### src/gmb_pkg.sv
// ----------------------------------------------------------------------------
// gmb_pkg
// Types and constants shared by the grid mass binning block.
// ----------------------------------------------------------------------------
package gmb_pkg;

  localparam logic [2:0] OP_CLEAR = 3'd0;
  localparam logic [2:0] OP_ADD_FOOD = 3'd1;
  localparam logic [2:0] OP_ADD_ENEMY = 3'd2;
  localparam logic [2:0] OP_QUERY = 3'd3;
  localparam logic [2:0] OP_READ = 3'd4;

  localparam logic [2:0] CFG_ORIGIN_X = 3'd0;
  localparam logic [2:0] CFG_ORIGIN_Y = 3'd1;
  localparam logic [2:0] CFG_CELL_W = 3'd2;
  localparam logic [2:0] CFG_CELL_H = 3'd3;
  localparam logic [2:0] CFG_COLS = 3'd4;
  localparam logic [2:0] CFG_ROWS = 3'd5;

  typedef struct packed {
    logic [2:0]         op;
    logic signed [15:0] pos_x;
    logic signed [15:0] pos_y;
    logic [23:0]        mass;
    logic [14:0]        radius;
  } gmb_in_t;

  typedef struct packed {
    logic               hit;
    logic signed [15:0] best_x;
    logic signed [15:0] best_y;
    logic [31:0]        food_sum;
    logic [31:0]        enemy_sum;
  } gmb_out_t;

  typedef enum logic [3:0] {
    ST_IDLE,
    ST_CLEAR,
    ST_DIV,
    ST_BIN,
    ST_RD,
    ST_RMW,
    ST_QSETUP,
    ST_QROW,
    ST_QCELL,
    ST_QDIST,
    ST_QCMP,
    ST_DONE
  } gmb_state_e;

  typedef enum logic [1:0] {
    DV_CX,
    DV_CY,
    DV_RX,
    DV_RY
  } gmb_div_sel_e;

endpackage

### src/gmb_div.sv
// ----------------------------------------------------------------------------
// gmb_div
// Restoring divider, one quotient bit per cycle, 18-bit dividend by 12 bits.
// ----------------------------------------------------------------------------
module gmb_div import gmb_pkg::*; (
  input  logic        clk_i,
  input  logic        rst_ni,
  input  logic        start_i,
  input  logic [17:0] dividend_i,
  input  logic [11:0] divisor_i,
  output logic        done_o,
  output logic [17:0] quot_o
);

  logic [17:0] q_q, q_d;
  logic [12:0] r_q, r_d;
  logic [11:0] dv_q, dv_d;
  logic [4:0]  cnt_q, cnt_d;
  logic        run_q, run_d;
  logic [12:0] sh;

  always_comb begin
    q_d = q_q;
    r_d = r_q;
    dv_d = dv_q;
    cnt_d = cnt_q;
    run_d = run_q;
    sh = {r_q[11:0], q_q[17]};
    if (start_i) begin
      q_d = dividend_i;
      r_d = '0;
      dv_d = divisor_i;
      cnt_d = 5'd18;
      run_d = 1'b1;
    end else if (run_q) begin
      if (sh >= {1'b0, dv_q}) begin
        r_d = sh - {1'b0, dv_q};
        q_d = {q_q[16:0], 1'b1};
      end else begin
        r_d = sh;
        q_d = {q_q[16:0], 1'b0};
      end
      cnt_d = cnt_q - 5'd1;
      if (cnt_q == 5'd1) begin
        run_d = 1'b0;
      end
    end
  end

  always_ff @(posedge clk_i or negedge rst_ni) begin
    if (!rst_ni) begin
      run_q <= 1'b0;
      cnt_q <= '0;
    end else begin
      run_q <= run_d;
      cnt_q <= cnt_d;
    end
  end

  always_ff @(posedge clk_i) begin
    q_q <= q_d;
    r_q <= r_d;
    dv_q <= dv_d;
  end

  assign done_o = run_q && (cnt_q == 5'd1);
  assign quot_o = {q_q[16:0], (sh >= {1'b0, dv_q})};

endmodule

### config.mk
export PLATFORM = sky130hd
export DESIGN_NAME = gmb_div
export DESIGN_NICKNAME = d
export VERILOG_FILES = /design/src/gmb_pkg.sv /design/src/gmb_div.sv
export SDC_FILE = /design/constraint.sdc
export NUM_CORES = 1
export LEC_CHECK = 0
export ABC_CLOCK_PERIOD_IN_PS = 5050
export BUFFER_PORTS_ARGS = -buffer_cell sky130_fd_sc_hd__buf_2
export CAP_MARGIN = 10
export CORE_MARGIN = 2
export CORE_UTILIZATION = 55
export CTS_CLUSTER_SIZE = 40
export DETAILED_ROUTE_END_ITERATION = 7
export GPL_ROUTABILITY_DRIVEN = 0
export PLACE_DENSITY = 0.83
export SETUP_SLACK_MARGIN = 0.2
export SYNTH_ARGS = -nofsm -noshare
export SYNTH_HDL_FRONTEND = slang
export SYNTH_SLANG_ARGS = --single-unit
### constraint.sdc
create_clock -name clk_i -period 5.05 [get_ports clk_i]
set_input_delay 1.01 -clock clk_i [delete_from_list [all_inputs] [get_ports clk_i]]
set_output_delay 1.01 -clock clk_i [all_outputs]
set_load 0.01 [all_outputs]
==> summary by stage, run 1 <==
Status
The flow ran to the end, and the final reports show no timing, DRC or antenna violations.

Timing
Setup violations remaining at the end of the flow were counted as 0. The tightest hold path in the finished design has a slack of between 0.5 and 0.6 ns. The final setup skew is 0.01384 ns. The final-report hold violation count came to 0. The worst path needs approximately 3.5 ns of the cycle, external delays included. The final setup TNS is 0 ns. The measured slew at the worst slew-check pin is just under 1 ns. Setup repair after global routing left no endpoint under its margin. The final max-slew violation count came to 0. The post-route fraction of the period consumed by the critical path is 0.7025.

Static timing analysis puts the maximum clock frequency at 281.9 MHz. In this run the tightest slew margin relative to its limit is 0.3570.

Critical path
The critical-path maximum fanout is 12. In this run the critical register-to-register path is captured at q_q[0]. Data on the critical path arrives at its endpoint at 2.54 ns. The startpoint-to-endpoint class of the critical path is flop to output port. The number of cells on the worst reg-to-reg path is 7. The logic depth of the worst path, buffers included is 7. The beginning of the worst register-to-register path is r_q[6]. For the worst setup path, the data required time is 4.04 ns. The reg-to-reg setup timing slack is 2.45 ns. The number of buffers and inverters on the critical path is 2. On the critical path, the stage with the largest delay is an instance of sky130_fd_sc_hd__ha_1. The endpoint type of the worst setup path is an output port.

Traced cell by cell, the critical path runs through ha_1, and2_4, a221o_1, a41o_1, nor2_4, inv_2, buf_2. The kind of cell with the highest combined delay on the critical path is compound AO/OA/AOI/OAI gates. The worst setup path endpoint is quot_o[0]. The start point of the critical path is r_q[6]. The worst setup path is launched from a flop. The largest stage delay on the critical path is ~0.4 ns.

Drt
After detailed routing, the average wire length per cell comes to approximately 15 um. The number of vias per cell is approximately 5.5. The count of nets left with antenna violations once routing finished came out at 0. The routed length on met3 is between 200 and 300 um. The violation count after the first detailed-route iteration is 98.

The final routed wirelength across all metal layers is ~5.2 mm. Before antenna repair, the detailed router went through 4 iterations. In the routed design, unresolved DRC markers number 0. The top routing layer in use is met4. The met1 routed wirelength after detailed routing is 2.166 mm. The total number of vias is 1933.

The total length of routed met2 wires is 2.645 mm.

Synthesis
The share of the Yosys chip area taken by registers is 0.4717. The cell type with the highest aggregate area in the netlist is sky130_fd_sc_hd__edfxtp_1. The number of enable-type register cells in the synthesized netlist is 30. In the synthesized netlist the dominant register cell turns out to be sky130_fd_sc_hd__edfxtp_1. Counting every net in the synthesized netlist gives 300. The post-synthesis area per instance is 10.86 sq um.

The cell area that synthesis handed to floorplanning was 2738 sq um. For this run, the number of Yosys warnings is 0. By area the synthesized netlist is led by sky130_fd_sc_hd__edfxtp_1, sky130_fd_sc_hd__dfxtp_1, sky130_fd_sc_hd__mux2_2. In the synthesized netlist the async set-or-reset flop fraction comes to 0.1250. The number of library cell types mapped by synthesis is 52. The portion of synthesized cell area occupied by the leading cell type is 0.3291. The register bit count reported by yosys is 48.

After technology mapping, the gate count stands at around 250.

CTS
The total clock buffers created by CTS is 5. The number of hold buffers added after CTS is 0. The root buffer cell is sky130_fd_sc_hd__clkbuf_8.

The post-CTS setup repair buffer count is 0. Clock-pin slew was measured on the worst setup and hold paths at 0.09 ns. TritonCTS built the clock tree.

The H-tree was split into 2 levels. The deepest clock path buffer count is 2. The number of gates resized after CTS was 0. At the later pin of the worst-skew pair, clock insertion delay measures about 0.32 ns.

The number of clock sinks is 48.

Place
After legalization and detailed placement, the total HPWL measured approximately 3.7 mm. The count of buffers inserted at the top-level ports is 51. The placed cell count is roughly 350. After detailed placement, the total cell area comes to 2908 sq um.

Power and ir drop
Across the VDD grid, the largest voltage drop is 0.2962 mV. The analysis attributes to cell leakage a power of 1.338 nW. For this design the ratio of total power to cell area is 419.5 nW/um^2.

Hold path
The worst hold path belongs to the class primary input to async pin.

Layout
The final instance area is 3000 sq um. The share of post-route cells with drive strength above 1 is 0.3322. For this run, the post-layout net count is 333. Compared with the post-synthesis result, the final layout area differs by 9.598%. The number of antenna repair diodes is 0.

The non-filler instance count after layout is 353.

Die
The number of top-level pins is 52. The height of the die is 74.55 um. The number of rows created at floorplan is 25.

The total die area is 5558 sq um. The overall die width is 74.55 um. For this configuration, the core starts out at a cell density of 0.5758. The placeable core region is 4755 sq um.

GRT
The largest net degree at the start of global routing is 43. For this run, the total global-route usage over all layers was measured as 0.1968. The aggregate global routing overflow is 0. The wire length of the first global-routing pass is 8.017 mm. The via count of the first global-routing pass is 1832. The number of antenna violations at the first check in global routing is 0.

Job
Across the run, the number of max-cap violations was 0.
==> layout make-up <==
type	count	area, sq um
fillers	389	1754
flip-flops and latches	48	1291
multi-input cells	159	1199
repair buffers	52	262.8
well taps	67	83.83
inverters	19	71.32
clock buffers	5	68.82
clock inverters	3	23.77
==> synthesized netlist by cell type (3+ instances only) <==
| master | n |
|---|---|
| sky130_fd_sc_hd__ha_1 | 14 |
| sky130_fd_sc_hd__a21oi_1 | 6 |
| sky130_fd_sc_hd__a311oi_2 | 5 |
| sky130_fd_sc_hd__nand2_1 | 24 |
| sky130_fd_sc_hd__buf_1 | 4 |
| sky130_fd_sc_hd__xnor2_1 | 7 |
| sky130_fd_sc_hd__buf_4 | 17 |
| sky130_fd_sc_hd__edfxtp_1 | 30 |
| sky130_fd_sc_hd__clkbuf_1 | 3 |
| sky130_fd_sc_hd__xor2_1 | 4 |
| sky130_fd_sc_hd__dfxtp_1 | 12 |
| sky130_fd_sc_hd__o21ai_0 | 11 |
| sky130_fd_sc_hd__mux2_2 | 18 |
| sky130_fd_sc_hd__or3_2 | 3 |
| sky130_fd_sc_hd__dfrtp_1 | 6 |
| sky130_fd_sc_hd__nor2_1 | 20 |
| sky130_fd_sc_hd__inv_1 | 18 |
| sky130_fd_sc_hd__nand3_1 | 4 |
| sky130_fd_sc_hd__nor3_1 | 3 |
| sky130_fd_sc_hd__a311oi_1 | 3 |
==> where the power goes <==
group	switching, mW	internal [mW]	leakage, nW	total [mW]
combinational	0.272	0.216	0.823	0.487
sequential	0.0482	0.491	0.475	0.539
clock	0.135	0.0980	0.0404	0.233
total	0.454	0.804	1.34	1.26
==> per-stage QoR <==
| step | setup WS [ns] | utilization | power [mW] |
|---|---|---|---|
| after floorplan | 2.293 | - | 0.9508 |
| after CTS | 1.514 | 0.6311 | 1.264 |
| after global placement | 1.929 | 0.6116 | 1.011 |
| after detailed placement | 1.888 | 0.6116 | 1.028 |
| final | 1.503 | 0.6311 | 1.259 |
| after global routing | 1.394 | 0.6311 | 1.335 |
==> registers in the layout (all words and copies together) (netlist names) <==
register,flops
q_q,18
dv_q,12
run_q,1
r_q,12
cnt_q,5
==> placed cells by master (no fill, tap or decap), drive strengths merged, types with 5 or more instances in the layout <==
cell,netlist,routed
mux2,18,18
clkbuf,3,5
nor2,21,21
dfrtp,6,6
buf,23,52
nand2,24,24
xnor2,7,7
ha,14,14
o21ai,11,11
inv,19,19
a21oi,6,6
a311oi,8,8
dfxtp,12,12
edfxtp,30,30
==> layer usage <==
layer,track usage,up-vias
li1,-,957
met3,0.07588,9
met5,0,-
met4,0.08135,0
met2,0.3343,55
met1,0.2220,912
==> worst min path at each step <==
stage                      start       end  slack (ns)  cells past startpoint
final                     rst_ni  cnt_q[0]        0.50                      1
after global placement    r_q[6]    r_q[6]        0.49                      2
after CTS                 rst_ni  cnt_q[2]        0.50                      1
after floorplan           r_q[8]    r_q[9]        0.47                      2
after detailed placement  r_q[8]    r_q[9]        0.51                      2
after global routing      rst_ni     run_q        0.49                      1
==> kinds of logic (layout without fill, tap and decap cells) <==
group           Yosys count  in the layout  synth area share
compound gates           47             47            0.1367
xor+xnor                 11             11           0.03519
fa+ha+maj                15             15           0.07130
buf+inv                  45             79           0.09049
flops                    48             48            0.4717
mux                      18             18           0.07404
simple gates             68             68            0.1207
(Power assumes the default switching activity.)
==> inputs of run 2 (changes only) <==
--- a/config.mk
+++ b/config.mk
@@ -5,15 +5,15 @@
 export SDC_FILE = /design/constraint.sdc
 export NUM_CORES = 1
 export LEC_CHECK = 0
-export ABC_CLOCK_PERIOD_IN_PS = 5050
+export ABC_CLOCK_PERIOD_IN_PS = 2900
 export BUFFER_PORTS_ARGS = -buffer_cell sky130_fd_sc_hd__buf_2
 export CAP_MARGIN = 10
 export CORE_MARGIN = 2
-export CORE_UTILIZATION = 55
+export CORE_UTILIZATION = 50
 export CTS_CLUSTER_SIZE = 40
 export DETAILED_ROUTE_END_ITERATION = 7
 export GPL_ROUTABILITY_DRIVEN = 0
-export PLACE_DENSITY = 0.83
+export PLACE_DENSITY = 0.8
 export SETUP_SLACK_MARGIN = 0.2
 export SYNTH_ARGS = -nofsm -noshare
 export SYNTH_HDL_FRONTEND = slang
==> constraint.sdc (replaced) <==
create_clock -name clk_i -period 2.9 [get_ports clk_i]
set_input_delay 0.58 -clock clk_i [delete_from_list [all_inputs] [get_ports clk_i]]
set_output_delay 0.58 -clock clk_i [all_outputs]
set_load 0.01 [all_outputs]
==> summary by stage, run 2 (synthesis gave the netlist of run 1 again) <==
CTS
The longest clock path from root to sink contains 2 buffers. In this run the clock root is driven by a sky130_fd_sc_hd__clkbuf_8. In this run, post-CTS hold repair placed 0 buffers. The number of clock sinks is 48. The worst-skew pair later-pin latency is 0.30 ns. The clock transition at the registers of the reported paths is 0.09 ns. In this run the number of H-tree levels came out at 2.

The TritonCTS clock tree is done. The total clock buffers created by CTS is 5.

GRT
The global routing usage summed across all routing layers is 0.1868. The aggregate global routing overflow is 0. Entering global routing, the biggest net connects 43 pins.

The via count of the first global-routing pass was between 1500 and 2000. The number of antenna violations at the first check in global routing is 0. The first global-routing pass estimated 8.928 mm of wire.

Timing
On the final layout, the worst clock skew is 0.004002 ns. The final setup TNS is 0 ns. Setup repair after global routing could not meet its margin everywhere. The clock period could shrink to about 2.7 ns. The final setup violation count is 0. The final max-slew violation count was 0. The worst pin sits at a relative slew slack of 0.4876. The tightest hold path in the finished design has a slack of approximately 0.084 ns. The post-route fraction of the period consumed by the critical path is 0.9284. The measured slew at the worst slew-check pin is roughly 0.77 ns. Based on the critical path, the design can be clocked at up to about 370 MHz.

The final-report hold violation count is 0.

Layout
The register with the most flip-flops in the layout has 18 of them. The library cell used most frequently in the layout, excluding fill and tap cells, is sky130_fd_sc_hd__buf_2. In the layout the commonest cells are sky130_fd_sc_hd__buf_2, sky130_fd_sc_hd__edfxtp_1, sky130_fd_sc_hd__nand2_1.

The repair_antennas step left the layout with diodes totalling 0. The filler cells instantiated in the layout total 438. Compared with the post-synthesis result, the final layout area differs by 13.99%.

In the final layout, the multi-input gates occupy about 1200 sq um. In the final layout, the share of cells above drive strength 1 is 0.3664. The largest registers in the layout are q_q x18, dv_q x12, r_q x12.

q_q holds more flip-flops than any other register. The net count of the finished layout is 339. The register area is around 1300 sq um.

Power and ir drop
The worst-case IR drop observed on VDD is 0.3859 mV. In this run the static leakage power is 1.373 nW. In this run the power density over the cells is 762.9 nW/um^2.

Drt
The number of remaining DRC errors is 0. The mean routed wirelength per cell is about 15 um. The number of vias per cell is 5.492. The first routing iteration left 97 violations. The final routed wirelength across all metal layers is 5.400 mm. The count of nets left with antenna violations after detail routing is 0.

The pre-antenna-repair detailed-routing pass consisted of 4 iterations. The total number of vias is 1988.

Die
In this run the horizontal extent of the chip is about 78 um. After floorplanning, the core was sized to cover 5205 sq um. Row generation in the floorplan step produced 26 rows.

52 I/O pins were placed. The total die area is ~6000 sq um. For this configuration, the core starts out at a cell density of 0.5260. The height of the die is 78.00 um.

Critical path
The nature of the critical path startpoint is a flop. The startpoint-to-endpoint class of the critical path is flop to output port. The critical path data required time is 2.32 ns. The critical-path maximum fanout is 7.

The worst setup path is captured at an output port. At the worst endpoint, the arrival time is 2.11 ns.

Hold path
The type of the tightest min-delay check is primary input to async pin.

Place
The HPWL after detailed placement is approximately 3.8 mm. The count of buffers inserted at the top-level ports is 51.

Job
The number of maximum-capacitance constraint violations is 0.

Status
The run finished with clean final reports.
-- run 2: area by class of cell --
type / instances / area share
multi-input combinational: 159 / 0.4002
clock buffer: 5 / 0.02205
inverter: 19 / 0.02366
sequential: 48 / 0.4138
clock inverter: 3 / 0.01363
timing repair buffer: 58 / 0.09864
tap: 70 / 0.02807
-- run 2: path summary, 6_finish.rpt --
path	from	to	slack (ns)	cells after the start
max reg2reg	dv_q[6]	r_q[7]	0.42	11
min reg2reg	r_q[8]	r_q[9]	0.51	2
min	rst_ni	cnt_q[0]	0.08	1
max	dv_q[6]	quot_o[0]	0.21	8
max in group asynchronous	rst_ni	cnt_q[3]	2.67	1
min in group clk_i	divisor_i[10]	dv_q[10]	0.45	1
-- run 2: power breakdown --
group / total (mW) / internal (mW) / switching (mW)
Combinational: 0.958 / 0.460 / 0.498
Sequential: 0.944 / 0.855 / 0.0887
Clock: 0.479 / 0.255 / 0.224
-- run 2: critical path, stage by stage (launching register included) --
cell,delay (ns)
sky130_fd_sc_hd__edfxtp_1,0.39
sky130_fd_sc_hd__inv_2,0.07
sky130_fd_sc_hd__ha_4,0.21
sky130_fd_sc_hd__a21o_1,0.18
sky130_fd_sc_hd__a221o_1,0.38
sky130_fd_sc_hd__a41o_1,0.27
sky130_fd_sc_hd__nor2_4,0.12
sky130_fd_sc_hd__inv_4,0.05
sky130_fd_sc_hd__buf_2,0.13
-- run 2: stage by stage --
stage	setup slack, ns	cells	utilization	total power, mW	area [sq um]
after floorplan	0.5726	252	-	1.656	2738
after global placement	0.4418	350	0.5623	1.769	2927
after detailed placement	0.3858	350	0.5623	1.798	2927
after CTS	0.2290	361	0.5981	2.367	3113
after global routing	0.1400	362	0.5995	2.537	3120
final	0.2077	362	0.5995	2.381	3120
-- run 2: timing repair --
| item | 4_1_cts | 5_1_grt |
|---|---|---|
| setup buffers | 3 | 1 |
| resized for setup | 7 | 1 |
| endpoints found under the setup margin | 1 | 1 |
| pin swaps | 2 | 3 |
| cloned | 0 | 0 |
-- run 2: layer usage --
layer	part of all wire	track usage	up-vias	routed length [um]
li1	-	-	971	-
met1	0.42	0.2227	952	2282
met2	0.51	0.3293	55	2777
met3	0.046	0.03488	10	247
met4	0.017	0.07895	0	93
met5	0	0	-	0
==> inputs of run 3 (changes only) <==
--- a/config.mk
+++ b/config.mk
@@ -5,15 +5,16 @@
 export SDC_FILE = /design/constraint.sdc
 export NUM_CORES = 1
 export LEC_CHECK = 0
+export ABC_AREA = 1
 export ABC_CLOCK_PERIOD_IN_PS = 2900
 export BUFFER_PORTS_ARGS = -buffer_cell sky130_fd_sc_hd__buf_2
 export CAP_MARGIN = 10
 export CORE_MARGIN = 2
-export CORE_UTILIZATION = 50
+export CORE_UTILIZATION = 51
 export CTS_CLUSTER_SIZE = 40
 export DETAILED_ROUTE_END_ITERATION = 7
 export GPL_ROUTABILITY_DRIVEN = 0
-export PLACE_DENSITY = 0.8
+export PLACE_DENSITY = 0.81
 export SETUP_SLACK_MARGIN = 0.2
 export SYNTH_ARGS = -nofsm -noshare
 export SYNTH_HDL_FRONTEND = slang
==> summary by stage, run 3 <==
Layout
The number of antenna repair diodes is 0. In the final layout, the registers with the most flip-flops are q_q x18, dv_q x12, r_q x12. The net count of the finished layout is 461.

The number of flip-flops under the largest register name is 18. The largest register by flop count is q_q. The total of fill cells in the finished design is about 530.

Leaving out fill and tap cells, the most frequent cells in the layout are sky130_fd_sc_hd__nand2_1, sky130_fd_sc_hd__inv_1, sky130_fd_sc_hd__buf_2. The share of post-route cells with drive strength above 1 is 0.1957. Relative to the synthesized area, the layout overhead comes to 12.36%. The utilization of the core after routing is 0.5973.

The most common cell after layout, fill and taps aside is sky130_fd_sc_hd__nand2_1.

Critical path
The kind of cell with the highest combined delay on the critical path is simple AND/OR/NAND/NOR gates. The critical path's slowest cell is sky130_fd_sc_hd__ha_1. The arrival time reported for the critical path endpoint is between 1.5 and 2 ns.

The signal on the critical path passes through inv_1, ha_1, nand2_1, nor2_1, nand3_4, nand3_4, buf_2. The reg-to-reg setup timing slack is approximately 0.87 ns. Along the worst path, the maximum fanout reaches 12. STA classifies the critical path endpoint as an output port. In this design, the stage delay of the slowest critical-path cell is ~0.37 ns.

STA classifies the critical path startpoint as a flop. The startpoint-to-endpoint class of the critical path is flop to output port. The most frequent cell on the critical path is sky130_fd_sc_hd__nand3_4. For the worst flop-to-flop path, the logic depth is 10. The endpoint identified for the worst register-to-register timing path is r_q[6].

The startpoint identified for the worst register-to-register timing path is dv_q[2]. The critical path data required time is 2.32 ns. The critical path contains buffers and inverters numbering 2 combined.

Synthesis
The share of flip-flops with an asynchronous set or reset after synthesis is 0.1250. Counting every instance in the synthesized netlist gives 375. The netlist uses 29 different library cells.

Among all flip-flop cells after synthesis, the most frequent one is sky130_fd_sc_hd__edfxtp_1. The share of synthesized area in the top cell type comes to 0.3059. Synthesis produced a netlist with a net count of 423. In the post-synthesis netlist, the cell with the most instances is sky130_fd_sc_hd__nand2_1. Ranked by instance count, the synthesized netlist is headed by sky130_fd_sc_hd__nand2_1, sky130_fd_sc_hd__inv_1, sky130_fd_sc_hd__edfxtp_1, sky130_fd_sc_hd__nand3_1, sky130_fd_sc_hd__buf_4. Of the synthesized area, sequential elements account for 0.4384.

The number of enable-type register cells in the synthesized netlist is 30. The number of warnings reported in the yosys synthesis log is 0. The synthesized netlist occupies a cell area of 2945 sq um. The average instance in the mapped netlist occupies 7.854 sq um.

Ranked by total cell area, the synthesized netlist is headed by sky130_fd_sc_hd__edfxtp_1, sky130_fd_sc_hd__nand2_1, sky130_fd_sc_hd__dfxtp_1. Of all cell types, the one taking the most synthesized area is sky130_fd_sc_hd__edfxtp_1. The synthesized design contains 48 register bits.

Power and ir drop
The share of total power dissipated in combinational logic is 0.459. The power density over the cells is 863.5 nW/um^2. Of the total power, registers draw 0.335. The analysis attributes to cell leakage a power of 1.757 nW. The switching share of power is 0.3978. Internal power comes to 1.721 mW.

The post-route total power is 2.858 mW. The switching power of the nets is 1.137 mW. Across the VDD grid, the largest voltage drop is 0.3794 mV. Of the total power, the clock network draws 0.206.

Drt
Before antenna repair, the detailed router went through 6 iterations. The routed layout has 2436 vias. The violation count after the first detailed-route iteration is between 100 and 150. The mean routed wirelength per cell is 12.47 um. The final routed wirelength across all metal layers is 6.058 mm. The detail route stage leaves a number of antenna-violating nets equal to 0. The number of vias per cell is about 5.

After detailed routing, the number of remaining DRC violations is 0.

Timing
Setup repair after global routing left no endpoint under its margin. The final-report hold violation count was 0. The final setup violation count is 0. For this run, the top clock speed supported by timing is around 400 MHz. The final setup skew is 0.005230 ns. The final max-slew violation count is 0. The max-slew headroom at the worst pin is 0.5399.

At the pin with the least slew margin, the transition time is roughly 0.69 ns. The final setup TNS is 0 ns. Counting I/O delays and the setup requirement, the final critical path takes 2.540 ns. Of the available clock period, the critical path in the final layout requires 0.8760.

Place
The HPWL after detailed placement is approximately 4.5 mm. Input and output buffers added on the ports amount to 51.

GRT
The largest net degree at the start of global routing is 23. The aggregate global routing overflow is 0. The via count of the first global-routing pass came to 2237. The first global-routing pass estimated approximately 9.7 mm of wire. The global routing usage summed across all routing layers is 0.1984. The number of antenna violations at the first check in global routing is 0.

Hold path
The path class of the tightest hold or removal check is primary input to async pin.

Status
The flow ran to the end, and the final reports show no timing, DRC or antenna violations.

Job
The tool flagged a number of max-cap violations equal to 0.

Die
The overall die width is about 80 um. The total die area is 6399 sq um. The region available for standard cell placement spans 5540 sq um.

From bottom edge to top edge, the die measures 80.00 um. For this configuration, the core starts out at a cell density of 0.5316. The number of top-level pins is 52.

The number of rows created at floorplan is 27.

CTS
Clock-pin slew was measured on the worst setup and hold paths at 0.10 ns. For this design, the CTS-stage hold fixing added 0 buffers. Clock tree synthesis selected as its root buffer the cell sky130_fd_sc_hd__clkbuf_8. The total clock buffers created by CTS is 5. TritonCTS built the clock tree. Counting along the longest clock path gives a buffer depth of 2. The clock drives 48 sinks. CTS built an H-tree with a depth of 2. The clock reaches the later pin of the worst-skew pair after 0.31 ns.
[run 3: per-stage QoR]
step	instance area (sq um)	setup WS [ns]	cells	hold slack (ns)
6_report	3309	0.3596	486	0.07412
5_1_grt	3309	0.2074	486	0.06895
4_1_cts	3274	0.2223	483	0.07238
3_5_place_dp	3137	0.5882	475	0.4135
3_3_place_gp	3137	0.6335	475	0.4070
2_1_floorplan	2945	0.9489	375	0.2844
[run 3: how the worst max path moves through the flow]
stage / startpoint / to / slack, ns / cells past startpoint
floorplan: dv_q[7] / quot_o[0] / 0.95 / 9
global placement: dv_q[6] / quot_o[0] / 0.63 / 9
detailed placement: dv_q[2] / quot_o[0] / 0.59 / 7
CTS: r_q[3] / quot_o[0] / 0.22 / 8
global route: dv_q[4] / quot_o[0] / 0.21 / 7
finish: dv_q[2] / quot_o[0] / 0.36 / 7
[run 3: cell families after synthesis]
logic type               count (synthesis)  synth area share
AND/OR/NAND/NOR                        209            0.3156
adder cells (fa/ha/maj)                 15           0.06627
flip-flops                              48            0.4384
XOR/XNOR                                 5           0.01487
AO/OA/AOI/OAI                           15           0.03102
buffers and inverters                   83            0.1338
[run 3: power groups by stage]
| stage | Combinational, mW | Sequential [mW] | Clock [mW] |
|---|---|---|---|
| 3_3_place_gp | 1.18 | 0.965 | 0 |
| 4_1_cts | 1.23 | 0.957 | 0.595 |
| 2_1_floorplan | 1.01 | 0.944 | 0 |
| 6_report | 1.31 | 0.956 | 0.589 |
| 5_1_grt | 1.47 | 0.973 | 0.621 |
| 3_5_place_dp | 1.22 | 0.970 | 0 |
[run 3: what timing repair did]
item	4_1_cts	5_1_grt
gates resized for setup	0	2
setup buffers	0	3
endpoints found under the setup margin	0	1
[run 3: layout make-up]
class / instances / area (sq um) / area share
clock buffer: 5 / 68.82 / 0.02079
timing repair buffer: 58 / 307.8 / 0.09301
clock inverter: 3 / 68.82 / 0.02079
inverter: 56 / 210.2 / 0.06352
sequential: 48 / 1291 / 0.3902
tap: 72 / 90.09 / 0.02722
multi-input combinational: 244 / 1272 / 0.3845
[run 3: per-layer routing]
metal / global-route usage / wire [um] / vias to the layer above
met3: 0.05430 / 434 / 9
met1: 0.2560 / 2709 / 1100
met5: 0 / 0 / -
met2: 0.3183 / 2825 / 83
li1: - / - / 1244
met4: 0.07288 / 89 / 0
